### src/design/gwps_pkg.sv
package gwps_pkg;

   localparam int MAX_ROWS = 16;
   localparam int MAX_COLS = 16;
   localparam int MAX_WORD = 16;

   localparam int CFG_W   = 5;
   localparam int SYM_W   = 8;
   localparam int POS_W   = 8;
   localparam int ROW_W   = (MAX_ROWS > 1) ? $clog2(MAX_ROWS) : 1;
   localparam int COL_W   = (MAX_COLS > 1) ? $clog2(MAX_COLS) : 1;
   localparam int SLOT_W  = (MAX_WORD > 1) ? $clog2(MAX_WORD) : 1;
   localparam int DEPTH_W = $clog2(MAX_WORD + 1);
   localparam int GRID_AW = ROW_W + COL_W;
   localparam int DIR_W   = 3;

   localparam logic [1:0] KIND_GRID   = 2'd0;
   localparam logic [1:0] KIND_WORD   = 2'd1;
   localparam logic [1:0] KIND_SEARCH = 2'd2;

   localparam logic [1:0] CSR_ROWS = 2'd0;
   localparam logic [1:0] CSR_COLS = 2'd1;
   localparam logic [1:0] CSR_LEN  = 2'd2;

   localparam logic [DIR_W-1:0] DIR_DOWN  = 3'd0;
   localparam logic [DIR_W-1:0] DIR_UP    = 3'd1;
   localparam logic [DIR_W-1:0] DIR_RIGHT = 3'd2;
   localparam logic [DIR_W-1:0] DIR_LEFT  = 3'd3;

   typedef struct packed {
      logic [ROW_W-1:0] row;
      logic [COL_W-1:0] col;
      logic [DIR_W-1:0] dir;
   } gwps_entry_type;

   typedef struct packed {
      logic busy;
      logic done;
      logic found;
   } gwps_status_type;

   typedef enum logic [5:0] {
      S_IDLE     = 6'b000001,
      S_SCAN_RD  = 6'b000010,
      S_SCAN_CMP = 6'b000100,
      S_STEP     = 6'b001000,
      S_CHECK    = 6'b010000,
      S_DONE     = 6'b100000
   } gwps_state_type;

   function automatic logic [CFG_W-1:0] clamp_cfg(input logic [CFG_W-1:0] v, input int hi);
      logic [CFG_W-1:0] lim;
      lim = CFG_W'(hi);
      return (v > lim) ? lim : v;
   endfunction

endpackage

### src/design/gwps_ram.sv
module gwps_ram #(
   parameter int WIDTH = 8,
   parameter int DEPTH = 256
) (
   input  logic                             clock,
   input  logic                             wr_en,
   input  logic [$clog2(DEPTH)-1:0]         wr_addr,
   input  logic [WIDTH-1:0]                 wr_data,
   input  logic [$clog2(DEPTH)-1:0]         rd_addr,
   output logic [WIDTH-1:0]                 rd_data
);

   logic [WIDTH-1:0] mem_ff [DEPTH];
   logic [WIDTH-1:0] rd_data_ff;

   always_ff @(posedge clock) begin
      if (wr_en) begin
         mem_ff[wr_addr] <= wr_data;
      end
      rd_data_ff <= mem_ff[rd_addr];
   end

   assign rd_data = rd_data_ff;

endmodule

### src/design/gwps_dfs.sv
module gwps_dfs (
   input  logic                          clock,
   input  logic                          reset,
   input  logic                          start,
   input  logic                          rsp_free,
   input  logic [gwps_pkg::CFG_W-1:0]    rows,
   input  logic [gwps_pkg::CFG_W-1:0]    cols,
   input  logic [gwps_pkg::CFG_W-1:0]    len,
   input  logic [gwps_pkg::SYM_W-1:0]    word0,
   input  logic [gwps_pkg::SYM_W-1:0]    grid_rdata,
   input  logic [gwps_pkg::SYM_W-1:0]    word_rdata,
   output logic [gwps_pkg::GRID_AW-1:0]  grid_raddr,
   output logic [gwps_pkg::SLOT_W-1:0]   word_raddr,
   output gwps_pkg::gwps_status_type     status
);
   import gwps_pkg::*;

   gwps_state_type      state_ff, state_in;
   logic [DEPTH_W-1:0]  depth_ff, depth_in;
   logic [ROW_W-1:0]    scan_row_ff, scan_row_in;
   logic [COL_W-1:0]    scan_col_ff, scan_col_in;
   logic [ROW_W-1:0]    cand_row_ff, cand_row_in;
   logic [COL_W-1:0]    cand_col_ff, cand_col_in;
   logic                found_ff, found_in;
   gwps_entry_type      stack_ff [MAX_WORD];

   logic                stack_we;
   logic [SLOT_W-1:0]   stack_waddr;
   gwps_entry_type      stack_wdata;

   logic [SLOT_W-1:0]   top_idx;
   gwps_entry_type      top;
   logic [ROW_W-1:0]    nr;
   logic [COL_W-1:0]    nc;
   logic                nb_ok;
   logic                exhausted;
   logic                visited;
   logic                adv_last;
   logic                col_more;
   logic [ROW_W-1:0]    adv_row;
   logic [COL_W-1:0]    adv_col;

   assign top_idx = SLOT_W'(depth_ff - DEPTH_W'(1));
   assign top     = stack_ff[top_idx];

   always_comb begin
      nr        = top.row;
      nc        = top.col;
      nb_ok     = 1'b0;
      exhausted = 1'b0;
      case (top.dir)
         DIR_DOWN: begin
            nr    = ROW_W'(top.row + 1'b1);
            nb_ok = (CFG_W'(top.row) + CFG_W'(1)) < rows;
         end
         DIR_UP: begin
            nr    = ROW_W'(top.row - 1'b1);
            nb_ok = (top.row != '0);
         end
         DIR_RIGHT: begin
            nc    = COL_W'(top.col + 1'b1);
            nb_ok = (CFG_W'(top.col) + CFG_W'(1)) < cols;
         end
         DIR_LEFT: begin
            nc    = COL_W'(top.col - 1'b1);
            nb_ok = (top.col != '0);
         end
         default: begin
            exhausted = 1'b1;
         end
      endcase
   end

   always_comb begin
      visited = 1'b0;
      for (int i = 0; i < MAX_WORD; i++) begin
         if ((DEPTH_W'(i) < depth_ff) && (stack_ff[i].row == nr) && (stack_ff[i].col == nc)) begin
            visited = 1'b1;
         end
      end
   end

   always_comb begin
      col_more = (CFG_W'(scan_col_ff) + CFG_W'(1)) < cols;
      adv_last = !col_more && !((CFG_W'(scan_row_ff) + CFG_W'(1)) < rows);
      if (col_more) begin
         adv_row = scan_row_ff;
         adv_col = COL_W'(scan_col_ff + 1'b1);
      end else begin
         adv_row = ROW_W'(scan_row_ff + 1'b1);
         adv_col = '0;
      end
   end

   assign word_raddr = depth_ff[SLOT_W-1:0];

   always_comb begin
      state_in    = state_ff;
      depth_in    = depth_ff;
      scan_row_in = scan_row_ff;
      scan_col_in = scan_col_ff;
      cand_row_in = cand_row_ff;
      cand_col_in = cand_col_ff;
      found_in    = found_ff;
      stack_we    = 1'b0;
      stack_waddr = top_idx;
      stack_wdata = top;
      grid_raddr  = {scan_row_ff, scan_col_ff};
      status.busy  = (state_ff != S_IDLE);
      status.done  = 1'b0;
      status.found = found_ff;
      case (state_ff)
         S_IDLE: begin
            if (start) begin
               scan_row_in = '0;
               scan_col_in = '0;
               found_in    = 1'b0;
               if (rows == '0 || cols == '0 || len == '0) begin
                  state_in = S_DONE;
               end else begin
                  state_in = S_SCAN_RD;
               end
            end
         end
         S_SCAN_RD: begin
            state_in = S_SCAN_CMP;
         end
         S_SCAN_CMP: begin
            if (grid_rdata == word0) begin
               if (len == CFG_W'(1)) begin
                  found_in = 1'b1;
                  state_in = S_DONE;
               end else begin
                  stack_we    = 1'b1;
                  stack_waddr = '0;
                  stack_wdata = '{row: scan_row_ff, col: scan_col_ff, dir: DIR_DOWN};
                  depth_in    = DEPTH_W'(1);
                  state_in    = S_STEP;
               end
            end else if (adv_last) begin
               found_in = 1'b0;
               state_in = S_DONE;
            end else begin
               scan_row_in = adv_row;
               scan_col_in = adv_col;
               state_in    = S_SCAN_RD;
            end
         end
         S_STEP: begin
            grid_raddr = {nr, nc};
            if (exhausted) begin
               depth_in = depth_ff - DEPTH_W'(1);
               if (depth_ff == DEPTH_W'(1)) begin
                  if (adv_last) begin
                     found_in = 1'b0;
                     state_in = S_DONE;
                  end else begin
                     scan_row_in = adv_row;
                     scan_col_in = adv_col;
                     state_in    = S_SCAN_RD;
                  end
               end
            end else begin
               stack_we        = 1'b1;
               stack_wdata.dir = top.dir + DIR_W'(1);
               if (nb_ok && !visited) begin
                  cand_row_in = nr;
                  cand_col_in = nc;
                  state_in    = S_CHECK;
               end
            end
         end
         S_CHECK: begin
            state_in = S_STEP;
            if (grid_rdata == word_rdata) begin
               if ((CFG_W'(depth_ff) + CFG_W'(1)) >= len) begin
                  found_in = 1'b1;
                  state_in = S_DONE;
               end else begin
                  stack_we    = 1'b1;
                  stack_waddr = depth_ff[SLOT_W-1:0];
                  stack_wdata = '{row: cand_row_ff, col: cand_col_ff, dir: DIR_DOWN};
                  depth_in    = depth_ff + DEPTH_W'(1);
               end
            end
         end
         S_DONE: begin
            status.done = rsp_free;
            if (rsp_free) begin
               state_in = S_IDLE;
            end
         end
         default: begin
            state_in = S_IDLE;
         end
      endcase
   end

   always_ff @(posedge clock) begin
      if (reset) begin
         state_ff <= S_IDLE;
         depth_ff <= '0;
         found_ff <= 1'b0;
      end else begin
         state_ff <= state_in;
         depth_ff <= depth_in;
         found_ff <= found_in;
      end
      scan_row_ff <= scan_row_in;
      scan_col_ff <= scan_col_in;
      cand_row_ff <= cand_row_in;
      cand_col_ff <= cand_col_in;
      if (stack_we) begin
         stack_ff[stack_waddr] <= stack_wdata;
      end
   end

endmodule

### src/design/grid_word_path_search.sv
// channel | direction | ports                                       | moves
// req     | in        | req_valid, req_stall, req_kind/position/symbol | load or search word
// rsp     | out       | rsp_valid, rsp_stall, rsp_word_found        | search result word
// csr     | in        | csr_write_enable, csr_index, csr_write_data | grid_rows/cols/word_length
//
// A search reads and compares each start cell scanned, runs DFS steps and then reports;
// a neighbor in bounds and off the path gets a grid/word compare (one grid RAM read port).
// Synchronous reset clears control state; grid and word RAMs are not cleared.
// req_stall is high while a search runs; a finished result waits in rsp while loads go on.
module grid_word_path_search (
   input  logic                        clock,
   input  logic                        reset,
   input  logic                        req_valid,
   output logic                        req_stall,
   input  logic [1:0]                  req_kind,
   input  logic [gwps_pkg::POS_W-1:0]  req_position,
   input  logic [gwps_pkg::SYM_W-1:0]  req_symbol,
   output logic                        rsp_valid,
   input  logic                        rsp_stall,
   output logic                        rsp_word_found,
   input  logic                        csr_write_enable,
   input  logic [1:0]                  csr_index,
   input  logic [gwps_pkg::CFG_W-1:0]  csr_write_data
);
   import gwps_pkg::*;

   logic [CFG_W-1:0]   rows_ff, cols_ff, len_ff;
   logic [SYM_W-1:0]   word0_ff;
   logic               rsp_valid_ff, rsp_valid_in;
   logic               rsp_found_ff, rsp_found_in;

   logic               req_accept;
   logic               grid_we;
   logic               word_we;
   logic               start;
   logic               rsp_free;
   logic [GRID_AW-1:0] grid_raddr;
   logic [SLOT_W-1:0]  word_raddr;
   logic [SYM_W-1:0]   grid_rdata;
   logic [SYM_W-1:0]   word_rdata;
   gwps_status_type    status;

   assign req_accept = req_valid && !req_stall;
   assign grid_we    = req_accept && (req_kind == KIND_GRID)
                       && ({1'b0, req_position[7:4]} < CFG_W'(MAX_ROWS))
                       && ({1'b0, req_position[3:0]} < CFG_W'(MAX_COLS));
   assign word_we    = req_accept && (req_kind == KIND_WORD)
                       && ({1'b0, req_position} < (POS_W + 1)'(MAX_WORD));
   assign start      = req_accept && (req_kind == KIND_SEARCH);
   assign rsp_free   = !rsp_valid_ff || !rsp_stall;
   assign req_stall  = status.busy;

   gwps_ram #(.WIDTH(SYM_W), .DEPTH(1 << GRID_AW)) u_grid_ram (
      .clock   (clock),
      .wr_en   (grid_we),
      .wr_addr ({ROW_W'(req_position[7:4]), COL_W'(req_position[3:0])}),
      .wr_data (req_symbol),
      .rd_addr (grid_raddr),
      .rd_data (grid_rdata)
   );

   gwps_ram #(.WIDTH(SYM_W), .DEPTH(1 << SLOT_W)) u_word_ram (
      .clock   (clock),
      .wr_en   (word_we),
      .wr_addr (SLOT_W'(req_position)),
      .wr_data (req_symbol),
      .rd_addr (word_raddr),
      .rd_data (word_rdata)
   );

   gwps_dfs u_dfs (
      .clock      (clock),
      .reset      (reset),
      .start      (start),
      .rsp_free   (rsp_free),
      .rows       (rows_ff),
      .cols       (cols_ff),
      .len        (len_ff),
      .word0      (word0_ff),
      .grid_rdata (grid_rdata),
      .word_rdata (word_rdata),
      .grid_raddr (grid_raddr),
      .word_raddr (word_raddr),
      .status     (status)
   );

   always_comb begin
      rsp_valid_in = rsp_valid_ff;
      rsp_found_in = rsp_found_ff;
      if (status.done) begin
         rsp_valid_in = 1'b1;
         rsp_found_in = status.found;
      end else if (!rsp_stall) begin
         rsp_valid_in = 1'b0;
      end
   end

   always_ff @(posedge clock) begin
      if (reset) begin
         rows_ff      <= CFG_W'(1);
         cols_ff      <= CFG_W'(1);
         len_ff       <= CFG_W'(1);
         rsp_valid_ff <= 1'b0;
      end else begin
         rsp_valid_ff <= rsp_valid_in;
         if (csr_write_enable) begin
            case (csr_index)
               CSR_ROWS: rows_ff <= clamp_cfg(csr_write_data, MAX_ROWS);
               CSR_COLS: cols_ff <= clamp_cfg(csr_write_data, MAX_COLS);
               CSR_LEN:  len_ff  <= clamp_cfg(csr_write_data, MAX_WORD);
               default: begin
               end
            endcase
         end
      end
      rsp_found_ff <= rsp_found_in;
      if (word_we && (req_position == '0)) begin
         word0_ff <= req_symbol;
      end
   end

   assign rsp_valid      = rsp_valid_ff;
   assign rsp_word_found = rsp_found_ff;

`ifndef SYNTHESIS
   a_search_locks: assert property (@(posedge clock) disable iff (reset)
      start |=> req_stall)
      else $error("search accepted but request side not stalled");

   a_rsp_from_done: assert property (@(posedge clock) disable iff (reset)
      $rose(rsp_valid) |-> $past(status.done))
      else $error("response raised without a finished search");

   a_done_needs_slot: assert property (@(posedge clock) disable iff (reset)
      status.done |-> (!rsp_valid || !rsp_stall))
      else $error("search finished into an occupied response slot");
`endif

endmodule

### config.mk
export PLATFORM = sky130hd
export DESIGN_NAME = grid_word_path_search
export DESIGN_NICKNAME = d
export VERILOG_FILES = /design/src/design/gwps_pkg.sv /design/src/design/gwps_ram.sv /design/src/design/gwps_dfs.sv /design/src/design/grid_word_path_search.sv
export SDC_FILE = /design/constraint.sdc
export NUM_CORES = 2
export LEC_CHECK = 0
export ABC_CLOCK_PERIOD_IN_PS = 11800
export BUFFER_PORTS_ARGS = -buffer_cell sky130_fd_sc_hd__buf_4
export CORE_ASPECT_RATIO = 0.75
export CORE_MARGIN = 2
export CORE_UTILIZATION = 39
export CTS_BUF_LIST = sky130_fd_sc_hd__clkbuf_16
export DETAILED_ROUTE_END_ITERATION = 8
export PLACE_DENSITY_LB_ADDON = 0.08
export SYNTH_ARGS = -nofsm -noshare
export SYNTH_HDL_FRONTEND = slang
export SYNTH_HIERARCHICAL = 1
export SYNTH_SLANG_ARGS = --single-unit
### constraint.sdc
create_clock -name clock -period 11.8 [get_ports clock]
set_input_delay 0.59 -clock clock [delete_from_list [all_inputs] [get_ports clock]]
set_output_delay 0.59 -clock clock [all_outputs]
set_load 0.02 [all_outputs]
# Word-level counts from Yosys, hierarchy flattened
# Memory sizes are Yosys's and may differ from the RTL's. A register that Yosys moved wholly into a read port is not among the register bits.
# Index checks and enable logic that the tools add are counted.
# word_totals
regBits,53
ram_bits,2352
in_bits,30
elab_cells,274
n_memories,3
# mem_list
name,depth,width,read_ports,rd_clocked_by_memory_dff,write_ports,line,text
u_grid_ram.mem_ff,256,8,1,1,1,gwps_ram.sv:13,logic [WIDTH-1:0] mem_ff [DEPTH];
u_dfs.stack_ff,16,11,17,0,1,gwps_dfs.sv:25,gwps_entry_type stack_ff [MAX_WORD];
u_word_ram.mem_ff,16,8,1,1,1,gwps_ram.sv:13,
# classes
add_sub_neg,13
n_lt_le_gt_ge,23
eq_ne,64
n_mux,88
n_reduce_logical,70
# op_table
cell,n
4-bit equality test,32
6-bit 2-to-1 mux,11
4-bit 2-to-1 mux,15
11-bit 2-to-1 mux,4
1-bit logical AND,40
4-bit by 5-bit < comparator with 1-bit output (first input constant),8
1-bit 2-to-1 mux,38
6-bit one-hot mux with 6 select lines,1
5-bit 2-to-1 mux,6
4-bit one-hot mux with 2 select lines,3
4-bit one-hot mux with 3 select lines,2
4-bit by 1-bit adder with 5-bit output (second input constant),4
3-bit by 5-bit < comparator with 1-bit output (first input constant),4
5-bit < comparator,4
4-bit by 1-bit adder with 4-bit output (second input constant),4
8-bit equality test,2
8-bit one-hot mux with 2 select lines,1
5-bit logical NOT,3
5-bit one-hot mux with 3 select lines,1
2-bit by 1-bit inequality test with 1-bit output (second input constant),6
4-bit nonzero test,3
5-bit by 1-bit equality test with 1-bit output (second input constant),2
1-bit by 5-bit < comparator with 1-bit output (first input constant),2
2-bit by 5-bit < comparator with 1-bit output (first input constant),2
39 further kinds,60

# Depth between registers and ports, before layout
# An unclocked memory read counts as a cell.
# depth
word_depth,28
ltp_mapped,31

# By module
# Netlist, hierarchy kept.
# by_module_without_submodules
mod,n_inst,cells_each,area_per_inst_um2,seq_area_each_um2
gwps_ram (u_grid_ram),1,3733,79556.3,61659.1
gwps_dfs,1,1048,12493.2,6005.8
gwps_ram (u_word_ram),1,229,5147.4,4003.8
grid_word_path_search,1,77,942.2,590.6

# Least setup slack after synthesis
# OpenSTA, ideal clock, no wires.
# synth_path
kind,flip-flop to flip-flop
startpoint,register u_dfs.depth_ff[0]
endpoint,register u_dfs.cand_col_ff[0] (enable)
setup_ns,0.370
t_arrival_ns,6.821
setup_slack_ns,4.609
path_stages_with_launch,27
synth_period_minus_slack_ns,7.191
cell_sequence,dfxtp_1 > buf_4 > inv_2 > clkbuf_1 > ha_1 > buf_2 > buf_4 > buf_2 > buf_2 > buf_1 > mux4_2 > mux4_2 > ha_1 > ha_1 > ha_1 > nand2_1 > a211oi_1 > a211o_1 > buf_2 > mux2i_1 > clkbuf_1 > a2111o_1 > nor2_1 > a311o_1 > nor4_1 > nand2_1 > nor2_1
# synth_between
elab_chain_len,26
# synth_rtl
element,line,text
from (decl),gwps_dfs.sv:19,"logic [DEPTH_W-1:0] depth_ff, depth_in;"
from (signal assigned),gwps_dfs.sv:206,depth_ff <= depth_in;
5-bit by 1-bit subtractor with 5-bit output,n/a,
memory read 16 x 11 bit,n/a,
4-bit by 1-bit subtractor with 4-bit output (tied with other cells),gwps_dfs.sv:57,nr = ROW_W'(top.row - 1'b1);
4-bit one-hot mux with 2 select lines,gwps_dfs.sv:51,case (top.dir)
4-bit equality test,gwps_dfs.sv:77,if ((DEPTH_W'(i) < depth_ff) && (stack_ff[i].row == nr) && (stack_ff[i].col == nc)) begin
1-bit logical AND (2 in a row),gwps_dfs.sv:77,
1-bit 2-to-1 mux (16 in a row),gwps_dfs.sv:77,
1-bit logical NOT,gwps_dfs.sv:166,if (nb_ok && !visited) begin
1-bit logical AND,gwps_dfs.sv:166,
3-bit AND reduction (no source line) *,n/a,
to (signal assigned),gwps_dfs.sv:212,cand_col_ff <= cand_col_in;
to (decl),gwps_dfs.sv:23,"logic [COL_W-1:0] cand_col_ff, cand_col_in;"
# Mark *: on every way between the ends. The rest lies on a longest branch, timed or not.
# A chain may end at the register's enable or synchronous reset.

# Worst setup path after layout
# layout_path
startpoint,register u_dfs.depth_ff[0]
endpoint,"register u_grid_ram.rd_data_ff[6] (netlist: u_grid_ram/rd_data[6]), read port of u_grid_ram.mem_ff"
# layout_between
elab_chain_len,5
# layout_rtl
element,line,text
5-bit by 1-bit subtractor with 5-bit output *,n/a,
memory read 16 x 11 bit *,n/a,
4-bit by 1-bit subtractor with 4-bit output (tied with other cells),gwps_dfs.sv:65,nc = COL_W'(top.col - 1'b1);
4-bit one-hot mux with 2 select lines *,gwps_dfs.sv:51,
named net u_dfs.nc[3],gwps_dfs.sv:34,logic [COL_W-1:0] nc;
8-bit 2-to-1 mux *,gwps_dfs.sv:112,case (state_ff)
named net grid_raddr[3],grid_word_path_search.sv:37,logic [GRID_AW-1:0] grid_raddr;
to (decl),gwps_ram.sv:14,logic [WIDTH-1:0] rd_data_ff;
# The timed path passes the listed nets; every way through them passes the cells marked *.

==> qor.yml <==
status: "finished, final reports clean"
overflow: 0
p_sw_share_pct: 29.8
ys_types: 100
cts.sinks: 2421
pwr-share-comb_pct: 23.4
synthArstFlopShare_pct: 0
hold_slack_ns: 0.0921
cap_violations: 0
finalSetupViolations: 0
grt_pass1_vias: 50100
final_common_cell: "edfxtp_1"
tritoncts: "done"
tightest_slew_ns: 1.42
leakage_nw: 34.0
clkPwrFrac_pct: 33.6
finalHoldViolCount: 0
grt_use_total_pct: 22.3
hp-class: "in2reg"
seq_power_share_pct: 42.9
grt_pass1_wl_um: 404000
layout_common_cells: "edfxtp_1 (2377), mux4_2 (506), nor2_1 (368)"
min_period_ns: 9.54
ctsResizeCount: 0
drcViolationCount: 0
arrival_ns: 10.33
p_per_area_nw_per_um2: 203
critPathCaptureType: "flip-flop"
die_y_um: 438
synth_fp_nets: 5157
die_w_um: 583
clk_latency_ns: 0.90
critical_path_class: "reg2reg"
wirelength_um: 287000
fmax_mhz: 105
rsz0062_at_grt: "no"
rows: 159
core_area_um2: 250000
portBuffers: 32
wl_per_cell_um: 33.0
vias: 51600
finalCritPeriodShare_pct: 80.8
reg2reg_setup_slack_ns: 2.26
synth_edf_count: 2377
gp_congestion: 0.872
ys_warn_count: 6
initial_core_util_pct: 39.2
crit_fanout: 34
antenna_found_initial: 19
synth_cells: 5087
h-tree-depth: 4
drt_iter0_markers: 6756
ant_nets: 0
power_mw: 22.3
numCtsBuffers: 245
hpwl_um: 180000
ys.flop_type: "edfxtp_1"
fillers: 21500
syn_area_um2: 98100
dr.pass1.iters: 6
postSynthAreaPerCell_um2: 19.3
fin_nets: 5285
final_layout_size_suffix_gt1_share_pct: 20.5
io_pins: 33
vdd_ir_drop_max_mv: 0.127
grt_max_degree: 169
ys_ff_latch: 2421
area_growth_pct: 12.1
routed_via_density: 5.91
dieArea_um2: 256000
final_max_slew_viol_count: 0
power_switching_mw: 6.65
cts_max_path_buffers: 4
synth_seq_area_share_pct: 73.6
clock_skew_ns: 0.0408
clk_pin_slew_ns: 0.07
intPower_mw: 15.6
clockRootBuffer: "clkbuf_16"
slew_headroom_pct: 4.92
final.setup.tns_ns: 0
start_kind: "flip-flop"
crit_required_ns: 12.59
==> path summary, 6_finish.rpt <==
kind	start	to	cells past startpoint
min	csr_index[1]	rows_ff[2]	4
min reg2reg	u_dfs/found_ff	rsp_word_found	0
max	u_dfs/depth_ff[0]	u_grid_ram/rd_data[6]	21
max reg2reg	u_dfs/depth_ff[0]	u_grid_ram/rd_data[6]	21
==> power by group through the flow <==
stage                     clock network, mW  logic [mW]  registers (mW)
after floorplan                           0        3.30            9.69
after global placement                    0        5.26            9.76
after detailed placement                  0        5.24            9.76
after CTS                              7.67        5.25            9.57
after global routing                   7.99        5.48            9.57
final                                  7.49        5.22            9.57
==> Yosys cell counts, drive strengths merged (7+ instances only) <==
cell type	instances	area, µm²
o211ai	14	110
nor2b	45	282
a21oi	137	704
xnor2	80	734
o22ai	36	225
o21ai	51	255
and3	8	50.1
mux4	522	11800
or2	13	81.3
nor2	377	1420
a2111oi	17	161
nor3	39	200
nand3	74	370
nand3b	9	67.6
nor4	48	319
nor4b	7	61.3
nand2b	16	100
nand2	125	469
and2	18	113
a21o	9	67.6
a22o	10	87.6
o221ai	51	459
a221oi	14	129
or4	15	116
nand4	21	131
clkbuf	129	484
ha	38	475
a22oi	167	1250
inv	42	158
xor2	56	505
xnor3	13	293
mux2i	175	1780
a211oi	26	195
dfxtp	44	881
buf	170	1330
o2111ai	8	70.1
edfxtp	2377	71400
==> cell families (layout without fill, tap and decap cells) <==
kind of cell / after synthesis / count (layout) / share of synthesized area [%]
AO/OA/AOI/OAI: 591 / 591 / 4.26
XOR/XNOR: 150 / 150 / 1.59
adder cells (fa/ha/maj): 40 / 40 / 0.525
buffers and inverters: 345 / 672 / 2.04
flip-flops: 2421 / 2421 / 73.6
multiplexers: 702 / 702 / 13.9
other: 0 / 4 / 0
AND/OR/NAND/NOR: 838 / 838 / 4.06
==> stage by stage <==
stage | cell area [µm²] | cells | setup slack, ns | utilization [%]
final | 110000 | 8718 | 2.26 | 43.9
after global routing | 110000 | 8715 | 1.67 | 43.9
after detailed placement | 102000 | 8259 | 2.40 | 40.9
after floorplan | 98100 | 5087 | 4.61 | -
after global placement | 102000 | 8259 | 2.59 | 40.9
after CTS | 110000 | 8713 | 2.37 | 43.9
==> layer usage <==
metal  wire length, µm  track usage, %
met5                53               0
met2            122000            31.5
met1            140000            36.4
met3             21100            3.66
met4              4020            3.70
==> layout make-up <==
class | instances | area [µm²] | share of cell area (%)
multi-input combinational | 2321 | 24100 | 21.9
clock buffer | 248 | 6210 | 5.64
clock inverter | 198 | 1390 | 1.27
antenna | 4 | 10.0 | 0.00910
sequential | 2421 | 72300 | 65.7
inverter | 43 | 161 | 0.147
tap | 3300 | 4130 | 3.75
timing repair buffer | 183 | 1680 | 1.53
==> state kept, by name, indices dropped and copies added (netlist names), 5 cells and up <==
signal              count
u_grid_ram/mem_ff    2048
u_dfs/stack_ff        176
u_word_ram/mem_ff     128
u_grid_ram/rd_data      8
u_word_ram/rd_data      8
word0_ff                8
u_dfs/state_ff          6
cols_ff                 5
len_ff                  5
rows_ff                 5
u_dfs/depth_ff          5
==> critical path: stages, from the launching register on <==
cell and delay [ns]:
dfxtp_4 0.66, inv_2 0.32, ha_2 0.88, inv_2 0.32, a2111oi_0 0.85, o41ai_2 0.33, nand2_1 0.26, ha_1 0.34
ha_1 0.32, a21o_1 0.19, a211o_1 0.40, mux2i_1 0.16, buf_4 0.22, xnor2_2 0.61, nand2_1 0.20, nand2_4 0.47
buf_4 0.40, and2_2 1.00, a22oi_1 0.24, a21oi_1 0.66, nor4_1 0.22, nor4_2 0.27
==> what timing repair did <==
item | in CTS | in global routing
setup buffers | 0 | 0
hold endpoints to repair | 8 | 0
hold buffers | 8 | 0
Note: power is estimated with default switching activity, not from simulation.
